File: src/rtl/prl_pkg.sv
// Package of the peak / RMS level meter: fixed widths, constants and the sequencer states.
// Used by the top level, the checker and the testbench; depends on nothing.
package prl_pkg;

    // Accumulator and register widths.
    localparam int SUM_W      = 56;
    localparam int INTERVAL_W = 14;
    localparam logic [INTERVAL_W-1:0] INTERVAL_RESET = 14'd50;

    // Result fields.
    localparam int LEVEL_W   = 10;
    localparam int MAG_W     = 9;
    localparam logic [MAG_W-1:0] MAG_FLOOR = 9'd400;
    localparam int OV_W      = 6;
    localparam logic [OV_W-1:0] OV_MAX = 6'd63;
    localparam int M_TDATA_W = 32;

    // Shared multiplier and log datapath.
    localparam int MUL_W     = 32;
    localparam int PROD_W    = 64;
    localparam int FRAC_BITS = 16;
    localparam int ITER_W    = 4;
    localparam logic [ITER_W-1:0] ITER_LAST = 4'd15;
    localparam logic [MUL_W-1:0] LOG_K = 32'd1578264;    // 80*log10(2) in Q16
    localparam logic [PROD_W-1:0] ROUND_HALF = 64'h0000_0000_8000_0000;
    localparam logic [PROD_W-1:0] OV_LIMIT = 64'd1000;

    // Tick sequencer states.
    typedef enum logic [3:0] {
        ST_IDLE,
        ST_DRAIN,
        ST_DIV,
        ST_LVL,
        ST_NORM,
        ST_SQ,
        ST_SQA,
        ST_NEG,
        ST_KMUL,
        ST_ROUND,
        ST_PSQ,
        ST_PLD,
        ST_OV,
        ST_FIN
    } state_t;

endpackage

File: src/rtl/prl_div.sv
// Restoring divider of the level meter: one quotient bit per cycle.
// Depends on nothing outside this file.
module prl_div #(
    parameter int DIVIDEND_W = 56,
    parameter int DIVISOR_W  = 24
) (
    input  logic                  aclk,
    input  logic                  aresetn,
    input  logic                  start,
    input  logic [DIVIDEND_W-1:0] dividend,
    input  logic [DIVISOR_W-1:0]  divisor,
    output logic                  done,
    output logic [DIVIDEND_W-1:0] quotient
);

    localparam int CNT_W = $clog2(DIVIDEND_W + 1);

    logic [DIVIDEND_W-1:0] quo_reg, quo_next;
    logic [DIVISOR_W-1:0]  rem_reg, rem_next;
    logic [DIVISOR_W-1:0]  dvs_reg, dvs_next;
    logic [CNT_W-1:0]      cnt_reg, cnt_next;
    logic                  busy_reg, busy_next;
    logic                  done_reg, done_next;

    logic [DIVISOR_W:0]    shifted;
    logic [DIVISOR_W:0]    diff;
    logic                  fits;

    // One restoring step: shift in the next dividend bit and try to subtract.
    always_comb begin
        shifted = {rem_reg, quo_reg[DIVIDEND_W-1]};
        diff    = shifted - {1'b0, dvs_reg};
        fits    = (shifted >= {1'b0, dvs_reg});
    end

    // Step control: load on start, then one bit a cycle until all bits are done.
    always_comb begin
        quo_next  = quo_reg;
        rem_next  = rem_reg;
        dvs_next  = dvs_reg;
        cnt_next  = cnt_reg;
        busy_next = busy_reg;
        done_next = 1'b0;
        if (start) begin
            quo_next  = dividend;
            rem_next  = '0;
            dvs_next  = divisor;
            cnt_next  = '0;
            busy_next = 1'b1;
        end else if (busy_reg) begin
            quo_next = {quo_reg[DIVIDEND_W-2:0], fits};
            rem_next = fits ? diff[DIVISOR_W-1:0] : shifted[DIVISOR_W-1:0];
            cnt_next = cnt_reg + CNT_W'(1);
            if (cnt_reg == CNT_W'(DIVIDEND_W - 1)) begin
                busy_next = 1'b0;
                done_next = 1'b1;
            end
        end
    end

    // Control state is reset; the datapath is not.
    always_ff @(posedge aclk) begin
        if (!aresetn) begin
            busy_reg <= 1'b0;
            done_reg <= 1'b0;
        end else begin
            busy_reg <= busy_next;
            done_reg <= done_next;
        end
    end

    always_ff @(posedge aclk) begin
        quo_reg <= quo_next;
        rem_reg <= rem_next;
        dvs_reg <= dvs_next;
        cnt_reg <= cnt_next;
    end

    assign done     = done_reg;
    assign quotient = quo_reg;

endmodule

File: src/rtl/peak_rms_level_meter.sv
// Peak / RMS audio level meter in 1/8 dBFS (this file: top level; uses prl_pkg and prl_div).
// Sample items (s_tuser = 0) are taken one per cycle while s_tready is high and update the
// absolute peak, the saturating sum of squares and the saturating sample count; they give no
// result. A tick item (s_tuser = 1) gives one result item, and s_tready is low while it is
// processed: the sample pipeline is drained, the restoring divider forms sum / count at one
// quotient bit per cycle (skipped when no sample came in), then for RMS and for peak a
// one-bit-a-cycle normalizing shift and 16 squaring passes, each a squaring state and a
// fraction-bit state, through the shared 32x32 multiplier, then scaling, overload update and
// output. A result waits in the output register without blocking samples; a further tick stalls
// at its last step until that result is taken. interval_ms may be written while the meter is idle.
module peak_rms_level_meter
    import prl_pkg::*;
#(
    parameter int SAMPLE_BITS = 16,
    parameter int COUNT_BITS  = 24,
    localparam int S_TDATA_W  = ((SAMPLE_BITS + 7) / 8) * 8
) (
    input  logic                  aclk,
    input  logic                  aresetn,
    // Configuration: interval_ms.
    input  logic                  cfg_wr_en,
    input  logic [INTERVAL_W-1:0] cfg_wr_data,
    // Input items.
    input  logic                  s_tvalid,
    output logic                  s_tready,
    input  logic [S_TDATA_W-1:0]  s_tdata,   // [SAMPLE_BITS-1:0] sample, rest zero
    input  logic                  s_tuser,   // [0] cmd
    // Result items.
    output logic                  m_tvalid,
    input  logic                  m_tready,
    output logic [M_TDATA_W-1:0]  m_tdata,   // [9:0] rms_db, [19:10] peak_db, [25:20] overload
    output logic                  m_tuser    // [0] changed
);

    localparam int SQ_W    = 2 * SAMPLE_BITS;
    localparam int PW      = (2 * SAMPLE_BITS - 1 > SUM_W) ? 2 * SAMPLE_BITS - 1 : SUM_W;
    localparam int ADD_W   = ((SQ_W > SUM_W) ? SQ_W : SUM_W) + 1;
    localparam int SH_W    = $clog2(PW);
    localparam int FS_LOG2 = 2 * SAMPLE_BITS - 2;
    localparam int DIFF_W  = $clog2(2 * SAMPLE_BITS - 1);
    localparam int NEG_W   = DIFF_W + FRAC_BITS;
    localparam logic [SUM_W-1:0] SUM_MAX = '1;

    // Sequencer.
    state_t state_reg, state_next;

    // Accumulators and stored levels.
    logic [SAMPLE_BITS-1:0] peak_reg, peak_next;
    logic [SUM_W-1:0]       sum_reg, sum_next;
    logic [COUNT_BITS-1:0]  count_reg, count_next;
    logic [OV_W-1:0]        ov_count_reg, ov_count_next;
    logic [MAG_W-1:0]       last_rms_reg, last_rms_next;
    logic [MAG_W-1:0]       last_peak_reg, last_peak_next;
    logic [INTERVAL_W-1:0]  interval_reg, interval_next;

    // Sample pipeline: absolute value, then square, then add.
    logic [SAMPLE_BITS-1:0] abs_reg, abs_next;
    logic                   abs_vld_reg, abs_vld_next;
    logic                   sq_vld_reg, sq_vld_next;

    // Shared multiplier.
    logic [MUL_W-1:0]       mul_a, mul_b;
    logic [PROD_W-1:0]      prod_reg, prod_next;
    logic                   prod_load;

    // Level datapath.
    logic [PW-1:0]          x_reg, x_next;
    logic [SH_W-1:0]        sh_cnt_reg, sh_cnt_next;
    logic [SH_W-1:0]        e_reg, e_next;
    logic [MUL_W-1:0]       y_reg, y_next;
    logic [FRAC_BITS-1:0]   frac_reg, frac_next;
    logic [ITER_W-1:0]      iter_reg, iter_next;
    logic [NEG_W-1:0]       neg_reg, neg_next;
    logic [MAG_W-1:0]       rms_mag_reg, rms_mag_next;
    logic [MAG_W-1:0]       peak_mag_reg, peak_mag_next;
    logic                   which_peak_reg, which_peak_next;
    logic [OV_W-1:0]        ov_new_reg, ov_new_next;

    // Output register.
    logic                   m_tvalid_reg, m_tvalid_next;
    logic [M_TDATA_W-1:0]   m_tdata_reg, m_tdata_next;
    logic                   m_tuser_reg, m_tuser_next;

    // Helpers.
    logic                   in_acc;
    logic [SAMPLE_BITS-1:0] raw;
    logic [SAMPLE_BITS-1:0] raw_abs;
    logic [ADD_W-1:0]       sum_wide;
    logic                   drained;
    logic                   div_start;
    logic                   div_done;
    logic [SUM_W-1:0]       div_quo;
    logic [SH_W-1:0]        e_val;
    logic [SH_W-1:0]        diff_full;
    logic [NEG_W-1:0]       neg_val;
    logic [PROD_W-1:0]      rnd;
    logic [MAG_W-1:0]       round_mag;
    logic                   lvl_done;
    logic [MAG_W-1:0]       lvl_mag;
    state_t                 after_lvl;
    logic [OV_W-1:0]        ov_inc;
    logic [OV_W-1:0]        ov_final;
    logic                   out_free;
    logic                   changed;
    logic [LEVEL_W-1:0]     rms_level;
    logic [LEVEL_W-1:0]     peak_level;

    assign s_tready = (state_reg == ST_IDLE);
    assign in_acc   = s_tvalid && s_tready;
    assign raw      = s_tdata[SAMPLE_BITS-1:0];
    assign raw_abs  = raw[SAMPLE_BITS-1] ? (~raw + SAMPLE_BITS'(1)) : raw;
    assign drained  = !abs_vld_reg && !sq_vld_reg;
    assign out_free = !m_tvalid_reg || m_tready;

    // Bit-serial divider for the mean square.
    assign div_start = (state_reg == ST_DRAIN) && drained && (count_reg != '0);

    prl_div #(
        .DIVIDEND_W(SUM_W),
        .DIVISOR_W (COUNT_BITS)
    ) u_prl_div (
        .aclk    (aclk),
        .aresetn (aresetn),
        .start   (div_start),
        .dividend(sum_reg),
        .divisor (count_reg),
        .done    (div_done),
        .quotient(div_quo)
    );

    // Shared multiplier: the sequencer owns it during a tick, the sample squarer otherwise.
    always_comb begin
        mul_a     = MUL_W'(abs_reg);
        mul_b     = MUL_W'(abs_reg);
        prod_load = abs_vld_reg;
        case (state_reg)
            ST_SQ: begin
                mul_a     = y_reg;
                mul_b     = y_reg;
                prod_load = 1'b1;
            end
            ST_KMUL: begin
                mul_a     = MUL_W'(neg_reg);
                mul_b     = LOG_K;
                prod_load = 1'b1;
            end
            ST_PSQ: begin
                mul_a     = MUL_W'(peak_reg);
                mul_b     = MUL_W'(peak_reg);
                prod_load = 1'b1;
            end
            ST_OV: begin
                mul_a     = MUL_W'(ov_inc);
                mul_b     = MUL_W'(interval_reg);
                prod_load = 1'b1;
            end
            default: ;
        endcase
        prod_next = prod_load ? (mul_a * mul_b) : prod_reg;
    end

    // Level step helpers: exponent, log magnitude, rounding and the early exits.
    always_comb begin
        e_val     = SH_W'(PW - 1) - sh_cnt_reg;
        diff_full = SH_W'(FS_LOG2) - e_reg;
        neg_val   = {diff_full[DIFF_W-1:0], {FRAC_BITS{1'b0}}};
        rnd       = prod_reg + ROUND_HALF;
        round_mag = (rnd[PROD_W-1:32] > 32'(MAG_FLOOR)) ? MAG_FLOOR : rnd[32+MAG_W-1:32];
        after_lvl = which_peak_reg ? ST_OV : ST_PSQ;
        lvl_done  = 1'b0;
        lvl_mag   = '0;
        case (state_reg)
            ST_LVL: begin
                if (x_reg == '0) begin
                    lvl_done = 1'b1;
                    lvl_mag  = MAG_FLOOR;
                end
            end
            ST_NORM: begin
                // Power above full scale reads as 0 dB.
                if (x_reg[PW-1] && (e_val > SH_W'(FS_LOG2))) begin
                    lvl_done = 1'b1;
                end
            end
            ST_NEG: begin
                if (NEG_W'(frac_reg) > neg_val) begin
                    lvl_done = 1'b1;
                end
            end
            ST_ROUND: begin
                lvl_done = 1'b1;
                lvl_mag  = round_mag;
            end
            default: ;
        endcase
    end

    // Overload hold counter for this tick.
    always_comb begin
        if (peak_reg[SAMPLE_BITS-1]) begin
            ov_inc = OV_W'(1);
        end else if ((ov_count_reg != '0) && (ov_count_reg != OV_MAX)) begin
            ov_inc = ov_count_reg + OV_W'(1);
        end else begin
            ov_inc = ov_count_reg;
        end
        ov_final   = (prod_reg >= OV_LIMIT) ? '0 : ov_new_reg;
        changed    = (rms_mag_reg != last_rms_reg) || (peak_mag_reg != last_peak_reg) ||
                     (ov_final != ov_count_reg);
        rms_level  = LEVEL_W'(0) - LEVEL_W'(rms_mag_reg);
        peak_level = LEVEL_W'(0) - LEVEL_W'(peak_mag_reg);
    end

    // Next state.
    always_comb begin
        state_next = state_reg;
        unique case (state_reg)
            ST_IDLE: begin
                if (in_acc && s_tuser) begin
                    state_next = ST_DRAIN;
                end
            end
            ST_DRAIN: begin
                if (drained) begin
                    state_next = (count_reg == '0) ? ST_PSQ : ST_DIV;
                end
            end
            ST_DIV: begin
                if (div_done) begin
                    state_next = ST_LVL;
                end
            end
            ST_LVL: begin
                state_next = lvl_done ? after_lvl : ST_NORM;
            end
            ST_NORM: begin
                if (lvl_done) begin
                    state_next = after_lvl;
                end else if (x_reg[PW-1]) begin
                    state_next = ST_SQ;
                end
            end
            ST_SQ:    state_next = ST_SQA;
            ST_SQA:   state_next = (iter_reg == ITER_LAST) ? ST_NEG : ST_SQ;
            ST_NEG:   state_next = lvl_done ? after_lvl : ST_KMUL;
            ST_KMUL:  state_next = ST_ROUND;
            ST_ROUND: state_next = after_lvl;
            ST_PSQ:   state_next = ST_PLD;
            ST_PLD:   state_next = ST_LVL;
            ST_OV:    state_next = ST_FIN;
            ST_FIN: begin
                if (out_free) begin
                    state_next = ST_IDLE;
                end
            end
            default:  state_next = ST_IDLE;
        endcase
    end

    // Datapath and register updates per state.
    always_comb begin
        peak_next       = peak_reg;
        sum_next        = sum_reg;
        count_next      = count_reg;
        ov_count_next   = ov_count_reg;
        last_rms_next   = last_rms_reg;
        last_peak_next  = last_peak_reg;
        interval_next   = cfg_wr_en ? cfg_wr_data : interval_reg;
        abs_next        = abs_reg;
        abs_vld_next    = in_acc && !s_tuser;
        sq_vld_next     = abs_vld_reg;
        x_next          = x_reg;
        sh_cnt_next     = sh_cnt_reg;
        e_next          = e_reg;
        y_next          = y_reg;
        frac_next       = frac_reg;
        iter_next       = iter_reg;
        neg_next        = neg_reg;
        rms_mag_next    = rms_mag_reg;
        peak_mag_next   = peak_mag_reg;
        which_peak_next = which_peak_reg;
        ov_new_next     = ov_new_reg;
        m_tvalid_next   = m_tvalid_reg && !m_tready;
        m_tdata_next    = m_tdata_reg;
        m_tuser_next    = m_tuser_reg;
        sum_wide        = ADD_W'(sum_reg) + ADD_W'(prod_reg[SQ_W-1:0]);

        // Sample item: peak and count at once; the square passes abs_reg and prod_reg before the add.
        if (in_acc && !s_tuser) begin
            abs_next = raw_abs;
            if (raw_abs > peak_reg) begin
                peak_next = raw_abs;
            end
            if (count_reg != '1) begin
                count_next = count_reg + COUNT_BITS'(1);
            end
        end
        if (sq_vld_reg) begin
            sum_next = (sum_wide > ADD_W'(SUM_MAX)) ? SUM_MAX : sum_wide[SUM_W-1:0];
        end

        // A finished level goes to the RMS or the peak slot.
        if (lvl_done) begin
            if (which_peak_reg) begin
                peak_mag_next = lvl_mag;
            end else begin
                rms_mag_next = lvl_mag;
            end
        end

        case (state_reg)
            ST_DRAIN: begin
                if (drained && (count_reg == '0)) begin
                    rms_mag_next = MAG_FLOOR;
                end
            end
            ST_DIV: begin
                x_next          = PW'(div_quo);
                which_peak_next = 1'b0;
            end
            ST_LVL: begin
                sh_cnt_next = '0;
            end
            ST_NORM: begin
                // Shift left until the leading one reaches the top bit.
                if (x_reg[PW-1]) begin
                    e_next    = e_val;
                    y_next    = {1'b0, x_reg[PW-1 -: MUL_W-1]};
                    frac_next = '0;
                    iter_next = '0;
                end else begin
                    x_next      = {x_reg[PW-2:0], 1'b0};
                    sh_cnt_next = sh_cnt_reg + SH_W'(1);
                end
            end
            ST_SQA: begin
                // One fraction bit of log2 per squaring.
                frac_next = {frac_reg[FRAC_BITS-2:0], prod_reg[61]};
                y_next    = prod_reg[61] ? {1'b0, prod_reg[61:31]} : prod_reg[61:30];
                iter_next = iter_reg + ITER_W'(1);
            end
            ST_NEG: begin
                neg_next = neg_val - NEG_W'(frac_reg);
            end
            ST_PLD: begin
                x_next          = PW'(prod_reg);
                which_peak_next = 1'b1;
            end
            ST_OV: begin
                ov_new_next = ov_inc;
            end
            ST_FIN: begin
                if (out_free) begin
                    m_tvalid_next  = 1'b1;
                    m_tdata_next   = M_TDATA_W'({ov_final, peak_level, rms_level});
                    m_tuser_next   = changed;
                    last_rms_next  = rms_mag_reg;
                    last_peak_next = peak_mag_reg;
                    ov_count_next  = ov_final;
                    peak_next      = '0;
                    sum_next       = '0;
                    count_next     = '0;
                end
            end
            default: ;
        endcase
    end

    // Control and architectural state.
    always_ff @(posedge aclk) begin
        if (!aresetn) begin
            state_reg     <= ST_IDLE;
            peak_reg      <= '0;
            sum_reg       <= '0;
            count_reg     <= '0;
            ov_count_reg  <= '0;
            last_rms_reg  <= MAG_FLOOR;
            last_peak_reg <= MAG_FLOOR;
            interval_reg  <= INTERVAL_RESET;
            abs_vld_reg   <= 1'b0;
            sq_vld_reg    <= 1'b0;
            m_tvalid_reg  <= 1'b0;
        end else begin
            state_reg     <= state_next;
            peak_reg      <= peak_next;
            sum_reg       <= sum_next;
            count_reg     <= count_next;
            ov_count_reg  <= ov_count_next;
            last_rms_reg  <= last_rms_next;
            last_peak_reg <= last_peak_next;
            interval_reg  <= interval_next;
            abs_vld_reg   <= abs_vld_next;
            sq_vld_reg    <= sq_vld_next;
            m_tvalid_reg  <= m_tvalid_next;
        end
    end

    // Payload registers.
    always_ff @(posedge aclk) begin
        abs_reg        <= abs_next;
        prod_reg       <= prod_next;
        x_reg          <= x_next;
        sh_cnt_reg     <= sh_cnt_next;
        e_reg          <= e_next;
        y_reg          <= y_next;
        frac_reg       <= frac_next;
        iter_reg       <= iter_next;
        neg_reg        <= neg_next;
        rms_mag_reg    <= rms_mag_next;
        peak_mag_reg   <= peak_mag_next;
        which_peak_reg <= which_peak_next;
        ov_new_reg     <= ov_new_next;
        m_tdata_reg    <= m_tdata_next;
        m_tuser_reg    <= m_tuser_next;
    end

    assign m_tvalid = m_tvalid_reg;
    assign m_tdata  = m_tdata_reg;
    assign m_tuser  = m_tuser_reg;

endmodule

File: config.mk
export PLATFORM = sky130hd
export DESIGN_NAME = peak_rms_level_meter
export DESIGN_NICKNAME = d
export VERILOG_FILES = /design/src/rtl/prl_pkg.sv /design/src/rtl/prl_div.sv /design/src/rtl/peak_rms_level_meter.sv
export SDC_FILE = /design/constraint.sdc
export NUM_CORES = 2
export LEC_CHECK = 0
export BUFFER_PORTS_ARGS = -buffer_cell sky130_fd_sc_hd__clkbuf_2
export CORE_ASPECT_RATIO = 1.25
export CORE_MARGIN = 5
export CORE_UTILIZATION = 30
export CTS_BUF_LIST = sky130_fd_sc_hd__clkbuf_16
export DETAILED_ROUTE_END_ITERATION = 6
export GPL_TIMING_DRIVEN = 0
export SLEW_MARGIN = 10
export SYNTH_ARGS = -nofsm -noshare
export SYNTH_HDL_FRONTEND = slang
export SYNTH_HIERARCHICAL = 1
export SYNTH_SLANG_ARGS = --single-unit
File: constraint.sdc
create_clock -name aclk -period 15.8 [get_ports aclk]
set_input_delay 0.79 -clock aclk [delete_from_list [all_inputs] [get_ports aclk]]
set_output_delay 0.79 -clock aclk [all_outputs]
set_load 0.01 [all_outputs]
==> metrics <==
Req. time, crit path=16.15 ns; critical path launch point=state_reg[1]$_SDFFE_PN0P_; Layout Utilization=32.96%; number of global-route vias before repair=48190; Avg WL per Cell=23.57 µm; DIE AREA=203300 µm²; Rel. slew slack=4.687%; crit path time final=13.76 ns; final count of negative-setup-slack endpoints=0; critical path peak fanout=10; Area growth, synth to finish=9.628%; clock sinks=524; post-route cell area=63900 µm²; die height=502.8 µm; Synth Area in Compound Gates=9.881%; hold_sp=cfg_wr_data[4]; DR DRC count=10; Largest register FFs=64; HPWL Detailed=175400 µm; RR Startpoint=state_reg[1]$_SDFFE_PN0P_; # IOs=71; DRT Pass-1 Iters=7; critical path's slowest cell=buf_1; Synth Flop Type=edfxtp_1; Critical Path End Type=flop; Via Count=46890; Nets=7691; largest net degree at the start of global routing=65; FF/Latch Area=13910 µm²; vias per cell=5.171; total CTS buffers=55; Finished Layout Cells=9069; CP peak stage delay=1.11 ns; Filler cells=20150; worst min-delay path class=in2reg; post-synth top area cell=fa_1; Seq cells post-synth=524; Routed WL=213800 µm; post-synthesis adder-cell area fraction=36.39%; Post-Synth XOR/XNOR Area=3.231%; asr flop ratio synth=0%; Final Skew=0.03753 ns; # placed instances=8962; critical path class=reg2reg; post-synthesis simple-gate area fraction=14.42%; CP Launch Type=flop; Clock Latency Late Sink=0.65 ns; final worst path period share=87.10%; IO Port Bufs=63; GPL Wtd Cong=1.011; register clock-pin slew on the reported worst setup and hold paths=0.07 ns; clk buf depth=3; FMAX=72.67 MHz; Setup Total Neg Slack=0 ns; Post-Syn Area=58290 µm²; Placed Area=62050 µm²; CTS H-tree lvls=2; Avg Cell Area, Syn=9.220 µm²; slew at the pin with the worst max-slew slack=1.430 ns; placeable core region=193900 µm²; outcome=finished with violations; layout cells sized above 1=4.844%; area share of the leading cell type in the synthesized netlist=28.40%; Max Cap Violations=0; sequential share of the synthesized area=23.87%; initial core utilization=30.07%; Yosys cell types=93; post-cts resize count=0; max-slew violations=0; row count=181; Overflow after GRT=0; CTS Hold Bufs=0; root buf cell=clkbuf_16; CTS tree=built; Post-synth EDFFs=342; unrepaired setup endpoints after global routing=no; Critical Path AT=14.11 ns; area occupied by multi-input gates=38710 µm²; first-pass GRT wire length=316800 µm; Most Frequent Cell on Critical Path=fa_1; mux contribution to synthesized area=2.344%; Initial DRC Count=4479; synth top area cells=fa_1 (28%), edfxtp_1 (18%), ha_1 (8.0%); final hold viol count=0; yosys warns=6; failing checks=design-rule violations; setup bufs post-CTS=0; Syn Inst Count=6322; antenna violations before repair=4; GRT Total Usage=20.79%; largest family of logic cells by synthesized area=adder cells; Die X=404.2 µm; DRT antenna net count=0
==> Yosys cell counts, types with 60 or more instances <==
| cell | count |
|---|---|
| a21o_1 | 84 |
| nor2_1 | 459 |
| fa_1 | 827 |
| nand3_1 | 97 |
| edfxtp_1 | 342 |
| clkbuf_1 | 273 |
| xnor2_1 | 122 |
| a21oi_1 | 215 |
| ha_1 | 371 |
| o21ai_0 | 189 |
| nor4_1 | 60 |
| xor2_1 | 93 |
| mux2i_1 | 69 |
| and2_1 | 82 |
| nand2_1 | 853 |
| inv_1 | 1184 |
| dfxtp_1 | 182 |
| nand4_1 | 66 |
| mux2_2 | 60 |
==> placed cells by master, fill, tap and decap left out, types with 31 or more instances in the layout <==
| master | synthesis | final |
|---|---|---|
| edfxtp_1 | 342 | 342 |
| a222oi_1 | 54 | 54 |
| nand2_1 | 853 | 852 |
| nand4_1 | 66 | 66 |
| and2_1 | 82 | 81 |
| dfxtp_1 | 182 | 182 |
| clkbuf_1 | 273 | 273 |
| nor2b_1 | 47 | 47 |
| nand3_1 | 97 | 97 |
| clkbuf_2 | 2 | 65 |
| nor3_1 | 59 | 58 |
| and3_1 | 36 | 36 |
| xnor2_1 | 122 | 122 |
| nor2_1 | 459 | 457 |
| a211oi_1 | 31 | 31 |
| a21oi_1 | 215 | 212 |
| a31oi_1 | 39 | 39 |
| xor2_1 | 93 | 93 |
| mux2_2 | 60 | 60 |
| mux2i_1 | 69 | 69 |
| nor4_1 | 60 | 59 |
| a21o_1 | 84 | 84 |
| o21a_1 | 38 | 38 |
| ha_1 | 371 | 371 |
| inv_1 | 1184 | 1189 |
| clkbuf_16 | 0 | 57 |
| fa_1 | 827 | 827 |
| o21ai_0 | 189 | 188 |
==> through the flow <==
stage	worst slack (ns)	hold slack [ns]
global placement	2.480	0.4440
CTS	2.440	0.3429
detailed placement	2.530	0.4375
finish	2.039	0.3920
floorplan	6.540	0.4064
global route	2.027	0.3911
==> critical path: cells and delay by family (launching register included) <==
family | cells | cell delay, ns
fa+ha+maj | 9 | 4.56
buf+inv | 12 | 4.19
simple gates | 10 | 3.00
compound gates | 4 | 1.22
flops | 1 | 0.30
xor+xnor | 1 | 0.16
==> area by class of cell <==
class                           instances  share of cell area (%)
Antenna cell                            4                 0.01567
Buffer                                321                   1.997
Clock inverter                         46                  0.6481
Inverter                             1192                   7.002
Multi-Input combinational cell       4290                   60.59
Tap cell                             2562                   5.017
Sequential cell                       524                   21.77
Clock buffer                           57                   2.232
Timing Repair Buffer                   73                  0.7265
==> kinds of logic after synthesis <==
family,after synthesis
compound gates,867
xor+xnor,215
fa+ha+maj,1199
buf+inv,1513
flops,524
mux,129
other cells,1
simple gates,1874
==> final timing paths <==
kind                                   to  slack, ns  cells past startpoint
max                prod_reg[45]$_DFFE_PP_       2.04                     36
min          interval_reg[4]$_SDFFE_PN1P_       0.39                      3
max reg2reg        prod_reg[45]$_DFFE_PP_       2.04                     36
min reg2reg          m_tdata[0]$_DFFE_PP_       0.45                      0
==> layer usage <==
metal / global-route usage [%] / vias to the layer above / wire length [µm]
met3: 2.856 / 609 / 14540
met2: 34.54 / 2003 / 99620
met5: 0 / - / 12
li1: - / 20660 / -
met1: 24.99 / 23620 / 80900
met4: 14.46 / 2 / 18720
Power is not shown: default switching activity piles up to over one toggle a cycle in this logic, so the estimate is an artifact.
